File: src/rtl/core/lpsc_pkg.sv
`timescale 1ns / 1ps
// Shared types and constants for the length-prefix to start-code converter.
// No dependencies.
package lpsc_pkg;

    localparam logic [1:0] STATUS_OK       = 2'd0;
    localparam logic [1:0] STATUS_BAD_SIZE = 2'd1;
    localparam logic [1:0] STATUS_OVERRUN  = 2'd2;
    localparam logic [1:0] STATUS_TRUNC    = 2'd3;

    localparam logic [2:0] PREFIX_TWO  = 3'd2;
    localparam logic [2:0] PREFIX_FOUR = 3'd4;

    localparam logic [1:0] SC_LAST_IDX  = 2'd3;
    localparam logic [7:0] SC_LAST_BYTE = 8'h01;

    typedef enum logic [3:0] {
        PH_IDLE    = 4'b0001,
        PH_PREFIX  = 4'b0010,
        PH_PAYLOAD = 4'b0100,
        PH_DROP    = 4'b1000
    } phase_t;

    typedef enum logic [1:0] {
        RK_NONE    = 2'd0,
        RK_PAYLOAD = 2'd1,
        RK_STATUS  = 2'd2,
        RK_START   = 2'd3
    } res_kind_t;

    typedef struct packed {
        phase_t      phase;
        logic [2:0]  prefix_count;
        logic [31:0] length_accum;
        logic [31:0] nal_remaining;
        logic [31:0] sample_remaining;
    } parse_state_t;

    typedef struct packed {
        res_kind_t  kind;
        logic [7:0] data;
        logic [1:0] status;
    } res_desc_t;

endpackage

File: src/rtl/core/lpsc_step.sv
`timescale 1ns / 1ps
// Next-state and result logic for one input byte.
// Depends on lpsc_pkg.
module lpsc_step (
    input  lpsc_pkg::parse_state_t state_cur,
    input  logic [2:0]             prefix_bytes,
    input  logic [7:0]             data_byte,
    input  logic                   sample_start,
    input  logic [31:0]            sample_size,
    output lpsc_pkg::parse_state_t state_new,
    output lpsc_pkg::res_desc_t    res
);
    import lpsc_pkg::*;

    parse_state_t s;
    logic [31:0]  sr_dec;
    logic [31:0]  accum_new;
    logic [2:0]   cnt_new;
    logic [31:0]  nal_dec;

    always_comb
    begin
        s = state_cur;
        if (sample_start)
        begin
            s.sample_remaining = sample_size;
            s.prefix_count     = 3'd0;
            s.length_accum     = 32'd0;
            s.nal_remaining    = 32'd0;
            s.phase            = (sample_size == 32'd0) ? PH_IDLE : PH_PREFIX;
        end

        sr_dec     = s.sample_remaining - 32'd1;
        accum_new  = {s.length_accum[23:0], data_byte};
        cnt_new    = s.prefix_count + 3'd1;
        nal_dec    = s.nal_remaining - 32'd1;
        res.kind   = RK_NONE;
        res.data   = data_byte;
        res.status = STATUS_OK;
        state_new  = s;

        unique case (s.phase)
            PH_PREFIX:
            begin
                state_new.sample_remaining = sr_dec;
                if (prefix_bytes != PREFIX_TWO && prefix_bytes != PREFIX_FOUR)
                begin
                    state_new.phase = PH_DROP;
                    res.kind        = RK_STATUS;
                    res.status      = STATUS_BAD_SIZE;
                end
                else if (cnt_new < prefix_bytes)
                begin
                    if (sr_dec == 32'd0)
                    begin
                        state_new.phase        = PH_IDLE;
                        state_new.prefix_count = 3'd0;
                        state_new.length_accum = 32'd0;
                        res.kind               = RK_STATUS;
                        res.status             = STATUS_TRUNC;
                    end
                    else
                    begin
                        state_new.prefix_count = cnt_new;
                        state_new.length_accum = accum_new;
                    end
                end
                else
                begin
                    state_new.prefix_count = 3'd0;
                    state_new.length_accum = 32'd0;
                    if (accum_new > sr_dec)
                    begin
                        state_new.phase = PH_DROP;
                        res.kind        = RK_STATUS;
                        res.status      = STATUS_OVERRUN;
                    end
                    else
                    begin
                        state_new.nal_remaining = accum_new;
                        if (accum_new != 32'd0)
                            state_new.phase = PH_PAYLOAD;
                        else
                            state_new.phase = (sr_dec == 32'd0) ? PH_IDLE : PH_PREFIX;
                        res.kind = RK_START;
                    end
                end
            end
            PH_PAYLOAD:
            begin
                if (s.nal_remaining != 32'd0)
                    state_new.nal_remaining = nal_dec;
                if (s.sample_remaining != 32'd0)
                    state_new.sample_remaining = sr_dec;
                if (state_new.nal_remaining == 32'd0)
                    state_new.phase = (state_new.sample_remaining == 32'd0) ?
                                      PH_IDLE : PH_PREFIX;
                res.kind = RK_PAYLOAD;
            end
            PH_IDLE, PH_DROP:
            begin
                res.kind = RK_NONE;
            end
            default:
            begin
                res.kind = RK_NONE;
            end
        endcase
    end

endmodule

File: src/rtl/core/lpsc_out.sv
`timescale 1ns / 1ps
// Output register: holds one result descriptor and expands a start code
// into its four bytes. Depends on lpsc_pkg.
module lpsc_out (
    input  logic                clk,
    input  logic                rst_n,
    input  logic                load,
    input  lpsc_pkg::res_desc_t res,
    input  logic                out_ready,
    output logic                out_valid,
    output logic                free_next,
    output logic [7:0]          out_byte,
    output logic                byte_valid,
    output logic                is_start_code,
    output logic [1:0]          status,
    output logic                run_last
);
    import lpsc_pkg::*;

    logic      valid_reg, valid_next;
    res_desc_t desc_reg;
    logic [1:0] idx_reg, idx_next;
    logic      is_sc;
    logic      last;

    assign is_sc     = (desc_reg.kind == RK_START);
    assign last      = !is_sc || (idx_reg == SC_LAST_IDX);
    assign free_next = !valid_reg || (out_ready && last);

    always_comb
    begin
        valid_next = valid_reg;
        idx_next   = idx_reg;
        if (load)
        begin
            valid_next = 1'b1;
            idx_next   = 2'd0;
        end
        else if (valid_reg && out_ready)
        begin
            if (last)
                valid_next = 1'b0;
            else
                idx_next = idx_reg + 2'd1;
        end
    end

    always_ff @(posedge clk or negedge rst_n)
    begin
        if (!rst_n)
        begin
            valid_reg <= 1'b0;
            idx_reg   <= 2'd0;
        end
        else
        begin
            valid_reg <= valid_next;
            idx_reg   <= idx_next;
        end
    end

    always_ff @(posedge clk)
    begin
        if (load)
            desc_reg <= res;
    end

    assign out_valid     = valid_reg;
    assign is_start_code = is_sc;
    assign byte_valid    = (desc_reg.kind != RK_STATUS);
    assign status        = (desc_reg.kind == RK_STATUS) ? desc_reg.status : STATUS_OK;
    assign run_last      = last;

    always_comb
    begin
        unique case (desc_reg.kind)
            RK_START:   out_byte = (idx_reg == SC_LAST_IDX) ? SC_LAST_BYTE : 8'h00;
            RK_PAYLOAD: out_byte = desc_reg.data;
            default:    out_byte = 8'h00;
        endcase
    end

endmodule

File: src/rtl/core/length_prefix_to_start_code_unit.sv
`timescale 1ns / 1ps
// Top level of the length-prefix to start-code converter.
// Depends on lpsc_pkg, lpsc_step and lpsc_out.
//
// Converts length-prefixed NAL units (2- or 4-byte big-endian prefixes, set by
// cfg_wr_data) into start-code delimited bytes. One input byte is taken per
// cycle while the output register is free; a payload byte leaves as one output
// byte. A byte that completes a prefix produces a four-byte start code from
// the single output register; input waits until its last byte is taken.
// Errors give one status transaction and the rest of the sample is dropped.
// Write the prefix size only while no transaction is in flight.
module length_prefix_to_start_code_unit (
    input  logic        clk,
    input  logic        rst_n,
    input  logic        cfg_wr_en,
    input  logic [2:0]  cfg_wr_data,
    input  logic        in_valid,
    output logic        in_ready,
    input  logic [7:0]  data_byte,
    input  logic        sample_start,
    input  logic [31:0] sample_size,
    output logic        out_valid,
    input  logic        out_ready,
    output logic [7:0]  out_byte,
    output logic        byte_valid,
    output logic        is_start_code,
    output logic [1:0]  status,
    output logic        run_last
);
    import lpsc_pkg::*;

    logic [2:0]   prefix_bytes_reg;
    parse_state_t state_reg, state_next;
    res_desc_t    res;
    logic         in_accept;
    logic         free_next;

    assign in_ready  = free_next;
    assign in_accept = in_valid && in_ready;

    lpsc_step u_step (
        .state_cur    (state_reg),
        .prefix_bytes (prefix_bytes_reg),
        .data_byte    (data_byte),
        .sample_start (sample_start),
        .sample_size  (sample_size),
        .state_new    (state_next),
        .res          (res)
    );

    lpsc_out u_out (
        .clk           (clk),
        .rst_n         (rst_n),
        .load          (in_accept && (res.kind != RK_NONE)),
        .res           (res),
        .out_ready     (out_ready),
        .out_valid     (out_valid),
        .free_next     (free_next),
        .out_byte      (out_byte),
        .byte_valid    (byte_valid),
        .is_start_code (is_start_code),
        .status        (status),
        .run_last      (run_last)
    );

    always_ff @(posedge clk or negedge rst_n)
    begin
        if (!rst_n)
        begin
            prefix_bytes_reg           <= PREFIX_FOUR;
            state_reg.phase            <= PH_IDLE;
            state_reg.prefix_count     <= 3'd0;
            state_reg.length_accum     <= 32'd0;
            state_reg.nal_remaining    <= 32'd0;
            state_reg.sample_remaining <= 32'd0;
        end
        else
        begin
            if (cfg_wr_en)
                prefix_bytes_reg <= cfg_wr_data;
            if (in_accept)
                state_reg <= state_next;
        end
    end

endmodule

File: config.mk
export PLATFORM = sky130hd
export DESIGN_NAME = length_prefix_to_start_code_unit
export DESIGN_NICKNAME = d
export VERILOG_FILES = /design/src/rtl/core/lpsc_pkg.sv /design/src/rtl/core/lpsc_step.sv /design/src/rtl/core/lpsc_out.sv /design/src/rtl/core/length_prefix_to_start_code_unit.sv
export SDC_FILE = /design/constraint.sdc
export NUM_CORES = 1
export LEC_CHECK = 0
export BUFFER_PORTS_ARGS = -buffer_cell sky130_fd_sc_hd__clkbuf_2
export CAP_MARGIN = 20
export CORE_UTILIZATION = 56
export CTS_CLUSTER_DIAMETER = 50
export DETAILED_ROUTE_END_ITERATION = 10
export PLACE_DENSITY_LB_ADDON = 0.2
export SYNTH_ARGS = -nofsm -noshare
export SYNTH_HDL_FRONTEND = slang
export SYNTH_SLANG_ARGS = --single-unit
File: constraint.sdc
create_clock -name clk -period 4.78 [get_ports clk]
set_input_delay 0.239 -clock clk [delete_from_list [all_inputs] [get_ports clk]]
set_output_delay 0.239 -clock clk [all_outputs]
set_load 0.005 [all_outputs]
== Word level (Yosys, flattened, before mapping) ==
Cells that the tools add are included.

* Output and inout port bits: 15
* Input bits: 49
* Bits in registers: 121

* Bitwise operators: 1
* Magnitude comparators: 2
* Mux-type cells: 39
* Reductions and logical operators: 22
* Eq/ne operators: 10
* Add/sub/neg operators: 4

{| class="wikitable"
|+ Operator list
! operator !! number
|-
| 32-bit 2-to-1 mux || 6
|-
| 32-bit logical NOT || 4
|-
| 64-bit one-hot mux with 2 select lines || 1
|-
| 103-bit 2-to-1 mux || 1
|-
| 32-bit nonzero test || 3
|-
| 35-bit 2-to-1 mux || 2
|-
| 67-bit 2-to-1 mux || 1
|-
| 32-bit by 1-bit subtractor with 32-bit output, second input constant || 2
|-
| 39-bit 2-to-1 mux || 1
|-
| 32-bit > comparator || 1
|-
| 2-bit 2-to-1 mux || 13
|-
| 4-bit 2-to-1 mux || 5
|-
| 8-bit one-hot mux with 2 select lines || 1
|-
| 4-bit one-hot mux with 2 select lines || 1
|-
| 2-bit equality test, second input constant || 3
|-
| 1-bit 2-to-1 mux || 6
|-
| 2-bit nonzero test || 3
|-
| 1-bit logical AND || 5
|-
| 4-bit by 2-bit equality test with 1-bit output, second input constant || 1
|-
| 4-bit by 3-bit equality test with 1-bit output, second input constant || 1
|-
| 2-bit one-hot mux with 2 select lines || 1
|-
| 2-bit AND reduction || 2
|-
| 3-bit by 1-bit adder with 3-bit output, second input constant || 1
|-
| 3-bit less-than comparator || 1
|-
| 10 further kinds || 12
|}

== Depth between registers and ports, before layout ==
* Word-level depth: 13
* Mapped depth: 30
* Mapped depth without buffers: 18

== Cells and area by module ==
A second synthesis with hierarchy kept.

* Cells, all modules: 1181
* Area, all modules: 10969.3 µm²

{| class="wikitable"
|+ By module, submodules not included
! module !! seq. area each (µm²) !! cells each !! area an instance (µm²) !! instances
|-
| lpsc_step || 0.0 || 911 || 6159.7 || 1
|-
| length_prefix_to_start_code_unit || 2655.0 || 226 || 4180.3 || 1
|-
| lpsc_out || 435.4 || 44 || 629.4 || 1
|}

== Least setup slack after synthesis ==
OpenSTA, ideal clock, no wires.

* Path type: input port to flip-flop
* From: in sample_start
* To: reg state_reg[55] (netlist name)
* Setup slack: -2.201 ns
* Data arrival time: 6.855 ns
* Data required time: 4.654 ns
* Stages on the path: 24
* Cells stage by stage: buf_2 > buf_4 > buf_2 > buf_2 > buf_2 > buf_2 > buf_2 > buf_1 > clkbuf_1 > mux2i_1 > ha_1 > or4bb_1 > a22oi_1 > nand4_1 > o31a_1 > or2_2 > ha_1 > nand4_1 > or4_1 > or3b_1 > o31ai_2 > o211ai_2 > mux2_1 > a221o_1

* Word-level cells in the longest chain between the ends: 7
* Elaborated cells on any way between the ends: 15

{| class="wikitable"
|+ RTL lines
! what !! line !! RTL
|-
| start: declaration || length_prefix_to_start_code_unit.sv:20 || <nowiki>input logic sample_start,</nowiki>
|-
| 103-bit 2-to-1 mux (*) || lpsc_step.sv:24 || <nowiki>if (sample_start)</nowiki>
|-
| 32-bit by 1-bit subtractor with 32-bit output || lpsc_step.sv:33 || <nowiki>sr_dec = s.sample_remaining - 32'd1;</nowiki>
|-
| 32-bit > comparator || lpsc_step.sv:72 || <nowiki>if (accum_new > sr_dec)</nowiki>
|-
| 32-bit 2-to-1 mux || lpsc_step.sv:72 ||
|-
| 32-bit 2-to-1 mux || lpsc_step.sv:52 || <nowiki>else if (cnt_new < prefix_bytes)</nowiki>
|-
| 67-bit 2-to-1 mux || lpsc_step.sv:46 || <nowiki>if (prefix_bytes != PREFIX_TWO && prefix_bytes != PREFIX_FOUR)</nowiki>
|-
| 64-bit one-hot mux with 2 select lines (*) || lpsc_step.sv:42 || <nowiki>unique case (s.phase)</nowiki>
|-
| end signal: assignment || length_prefix_to_start_code_unit.sv:82 || <nowiki>state_reg <= state_next;</nowiki>
|-
| end: declaration || length_prefix_to_start_code_unit.sv:33 || <nowiki>parse_state_t state_reg, state_next;</nowiki>
|}

Every way passes the cells marked *; elsewhere a longest branch is shown, timed or not. The select of a mux whose other input is x is not followed.
A chain may end at the register's enable or synchronous reset.

== Worst setup path in the final report ==
* From: reg state_reg[0] (netlist name)
* To: reg state_reg[56] (netlist name)

* Word-level cells in the longest chain between the ends: 7

{| class="wikitable"
|+ RTL lines
! what !! line
|-
| 103-bit 2-to-1 mux || lpsc_step.sv:24
|-
| 32-bit by 1-bit subtractor with 32-bit output || lpsc_step.sv:33
|-
| 32-bit > comparator || lpsc_step.sv:72
|-
| 32-bit 2-to-1 mux || lpsc_step.sv:72
|-
| 32-bit 2-to-1 mux || lpsc_step.sv:52
|-
| 67-bit 2-to-1 mux || lpsc_step.sv:46
|-
| 64-bit one-hot mux with 2 select lines || lpsc_step.sv:42
|}

No other way between the ends.

==> flow_summary_export.csv <==
group,metric,value,unit
run_status,status,"complete, but fails checks",
run_status,violations,"negative setup slack",
synthesis,synthCells,1196,
synthesis,synth_fp_nets,1283,
sta,clock_skew,10.9,ps
synthesis,synth_seq_cells,113,
global_routing,grt_pass1_wl,53400,µm
synthesis,syn-mean-instance-area,8.07,µm²
die,die_area,0.0178,mm²
sta,fmax,0.200,GHz
global_routing,gr-total-overflow,0,
drt,via_count,10500,
place,dp.cells,1552,
place,port_buffers,63,
layout,seqCellArea,0.00289,mm²
sta,drv_slew,0,
layout,fillers,1367,
place,dp_hpwl,24800,µm
critical_path,worstPathCellList,"mux2i_2 -> ha_2 -> or4b_4 -> a22oi_2 -> nand4_1 -> o31a_1 -> or2_4 -> ha_4 -> nand4_1 -> or4_4 -> or3b_4 -> o31ai_4 -> o211ai_4 -> buf_12 -> nor3_4 -> buf_4 -> a21oi_2 -> o21ai_1",
sta,hold_violations,0,
clock_tree,cts_inserted_buffers,17,
critical_path,cp.required,5130,ps
clock_tree,cts_sinks,113,
die,coreArea,0.0167,mm²
clock_tree,clk_latency,430,ps
sta,finalCritPeriodShare,105,%
die,die_h,133,µm
power,p_leak,5.12,nW
critical_path,cp-end-kind,"register",
critical_path,crit_slowest_cell,"or4_4",
place,routabilityCongestion,0.980,
drt,drtPass1Iterations,5,
clock_tree,cts_root_buffer,"clkbuf_16",
power,powerDensity,424,mW/mm²
synthesis,yosysUniqueCellTypes,83,
critical_path,slowest_delay,590,ps
sta,hold-worst-slack,21.1,ps
global_routing,grt_max_degree,64,
drt,via_per_inst,6.61,
synthesis,async_flop_share,89.4,%
sta,setup_tns,-3650,ps
critical_path,cp.buffers_inverters,2,
place,post-place-ws,-344,ps
clock_tree,cts_tree,"built",
drt,drt_iter0_drc,1055,
drt,drc_errors,0,
power,max-vdd-ir-drop,0.302,mV
job,maxCapViolCount,0,
clock_tree,h-tree-depth,4,
critical_path,worst_setup_path_start_kind,"register",
die,rows,47,
clock_tree,clk_path_buf_depth,2,
critical_path,critical_path.top_delay_family,"simple AND/OR/NAND/NOR gates",
sta,rsz0062_at_grt,"yes",
global_routing,antenna_found_initial,0,
die,start_util,57.8,%
worst_hold_path,hp-class,"in -> reg",
layout,drive_gt1_share,23.6,%
power,totalPowerFinal,0.00501,W
drt,ant_nets,0,
synthesis,ys_warn_count,0,
sta,finalWorstSetupSlack,-218,ps
synthesis,synth-edff-count,12,
synthesis,syn-cell-area,0.00965,mm²
sta,slew_headroom,35.5,%
layout,layout_common_cells,"147 x buf_4, 115 x nor2_1, 102 x nand2_1",
layout,final_cell_count_no_fill,1589,
critical_path,timing.rr.start,"state_reg[0]$_DFFE_PN0P_",
synthesis,ys_seq_area_share,30.0,%
sta,tightest_slew,967,ps
critical_path,critPathMostFrequentCell,"nand4_1",
drt,wl_per_cell,21.3,µm
drt,wirelength,33900,µm
critical_path,crit_fanout,13,
critical_path,crit_arrival,5350,ps
clock_tree,clk_pin_slew_worst_paths,60,ps
synthesis,synth_ff_type,"dfrtp_1",
die,fp.dieW,133,µm
critical_path,critical_path_class,"reg -> reg",
global_routing,grt_usage,38.7,%
layout,fin_nets,1443,
layout,largest_reg_flops,95,
sta,period_needed,5000,ps
layout,area_growth,22.5,%
worst_hold_path,hold_start,"cfg_wr_data[1]",
layout,multi_input_area,0.00647,mm²
layout,final_common_cell,"buf_4",
sta,setup_violations,33,
critical_path,cp-startpoint,"state_reg[0]$_DFFE_PN0P_",
die,ios,64,
global_routing,grt_pass1_vias,9948,
layout,n_antenna_cell,0,
-- path summary, 6_finish.rpt --
path	to	slack (ps)	cells past startpoint
max	state_reg[56]$_DFFE_PN0P_	-220	18
min	prefix_bytes_reg[1]$_DFFE_PN0P_	20	3
min reg2reg	state_reg[97]$_DFFE_PN0P_	490	1
max in group asynchronous	state_reg[42]$_DFFE_PN0P_	3230	3
min in group asynchronous	u_out.idx_reg[0]$_DFFE_PN0P_	450	2
max reg2reg	state_reg[56]$_DFFE_PN0P_	-220	18
-- metal layers --
layer / up-vias / GRT usage (%) / share of wire [%]
li1: 4827 / - / -
met1: 4903 / 49.3 / 40
met2: 604 / 62.0 / 46
met3: 162 / 5.63 / 7.8
met4: 0 / 24.5 / 6.4
met5: - / 0 / 0
-- per-stage QoR --
step	utilization (%)	instance area [µm²]
floorplan	-	9790
global placement	66.5	11100
detailed placement	66.5	11100
global route	70.8	11800
CTS	70.2	11700
finish	70.8	11800
-- synth_stat cells (all sizes together), types with 16 or more instances --
master  number  area share [%]
nand4       19             1.2
dfrtp       99              26
buf         26             1.6
nand3       21             1.1
nor3        45             2.4
clkbuf      45             1.8
inv         37             1.4
o21ai      101             5.2
a21oi       86             4.5
mux2i       39             4.0
nor2       116             4.5
nor4        34             2.7
or2         20             1.3
xnor2       25             2.3
ha          38             4.9
o21a        17             1.3
nand2      104             4.1
nor2b       31             2.0
and2        16             1.0
-- what timing repair did --
item,in CTS,in global routing
pin swaps,3,5
gates cloned,0,0
hold buffers,1,0
gates resized for setup,8,20
endpoints found under the setup margin,37,38
setup buffers,2,1
hold endpoints to repair,60,0
-- kinds of logic (layout without fill, tap and decap cells) --
| family | count (synthesis) | in the layout | share of synthesized area (%) |
|---|---|---|---|
| AOI/OAI and AO/OA | 364 | 364 | 24.7 |
| and+or+nand+nor | 482 | 482 | 26.6 |
| buffers and inverters | 108 | 281 | 4.75 |
| muxes | 50 | 50 | 5.33 |
| DFF | 113 | 113 | 30.0 |
| xor gates and xnor gates | 40 | 40 | 3.63 |
| adders and majority gates | 39 | 39 | 5.03 |
-- area by class of cell --
| class | count | area share (%) |
|---|---|---|
| sequential | 113 | 24.4 |
| clock buffer | 17 | 3.60 |
| timing repair buffer | 212 | 12.4 |
| tap | 220 | 2.33 |
| inverter | 37 | 1.17 |
| clock inverter | 15 | 1.25 |
| multi-input combinational | 975 | 54.8 |
-- worst register-to-register path: cells and delay by family, from the launching register on --
family          cells  cell delay (ps)
simple gates        7             2410
compound gates      6             1100
fa+ha+maj           2              490
flops               1              390
buf+inv             2              360
mux                 1              180
-- report_power, final --
part	switching (W)	leakage, nW	internal, W
Combinational	0.00134	3.44	0.000949
Clock	0.000522	0.274	0.000728
Sequential	0.000287	1.41	0.00119
Total	0.00215	5.12	0.00287
Power figures use the tool's default switching activity.
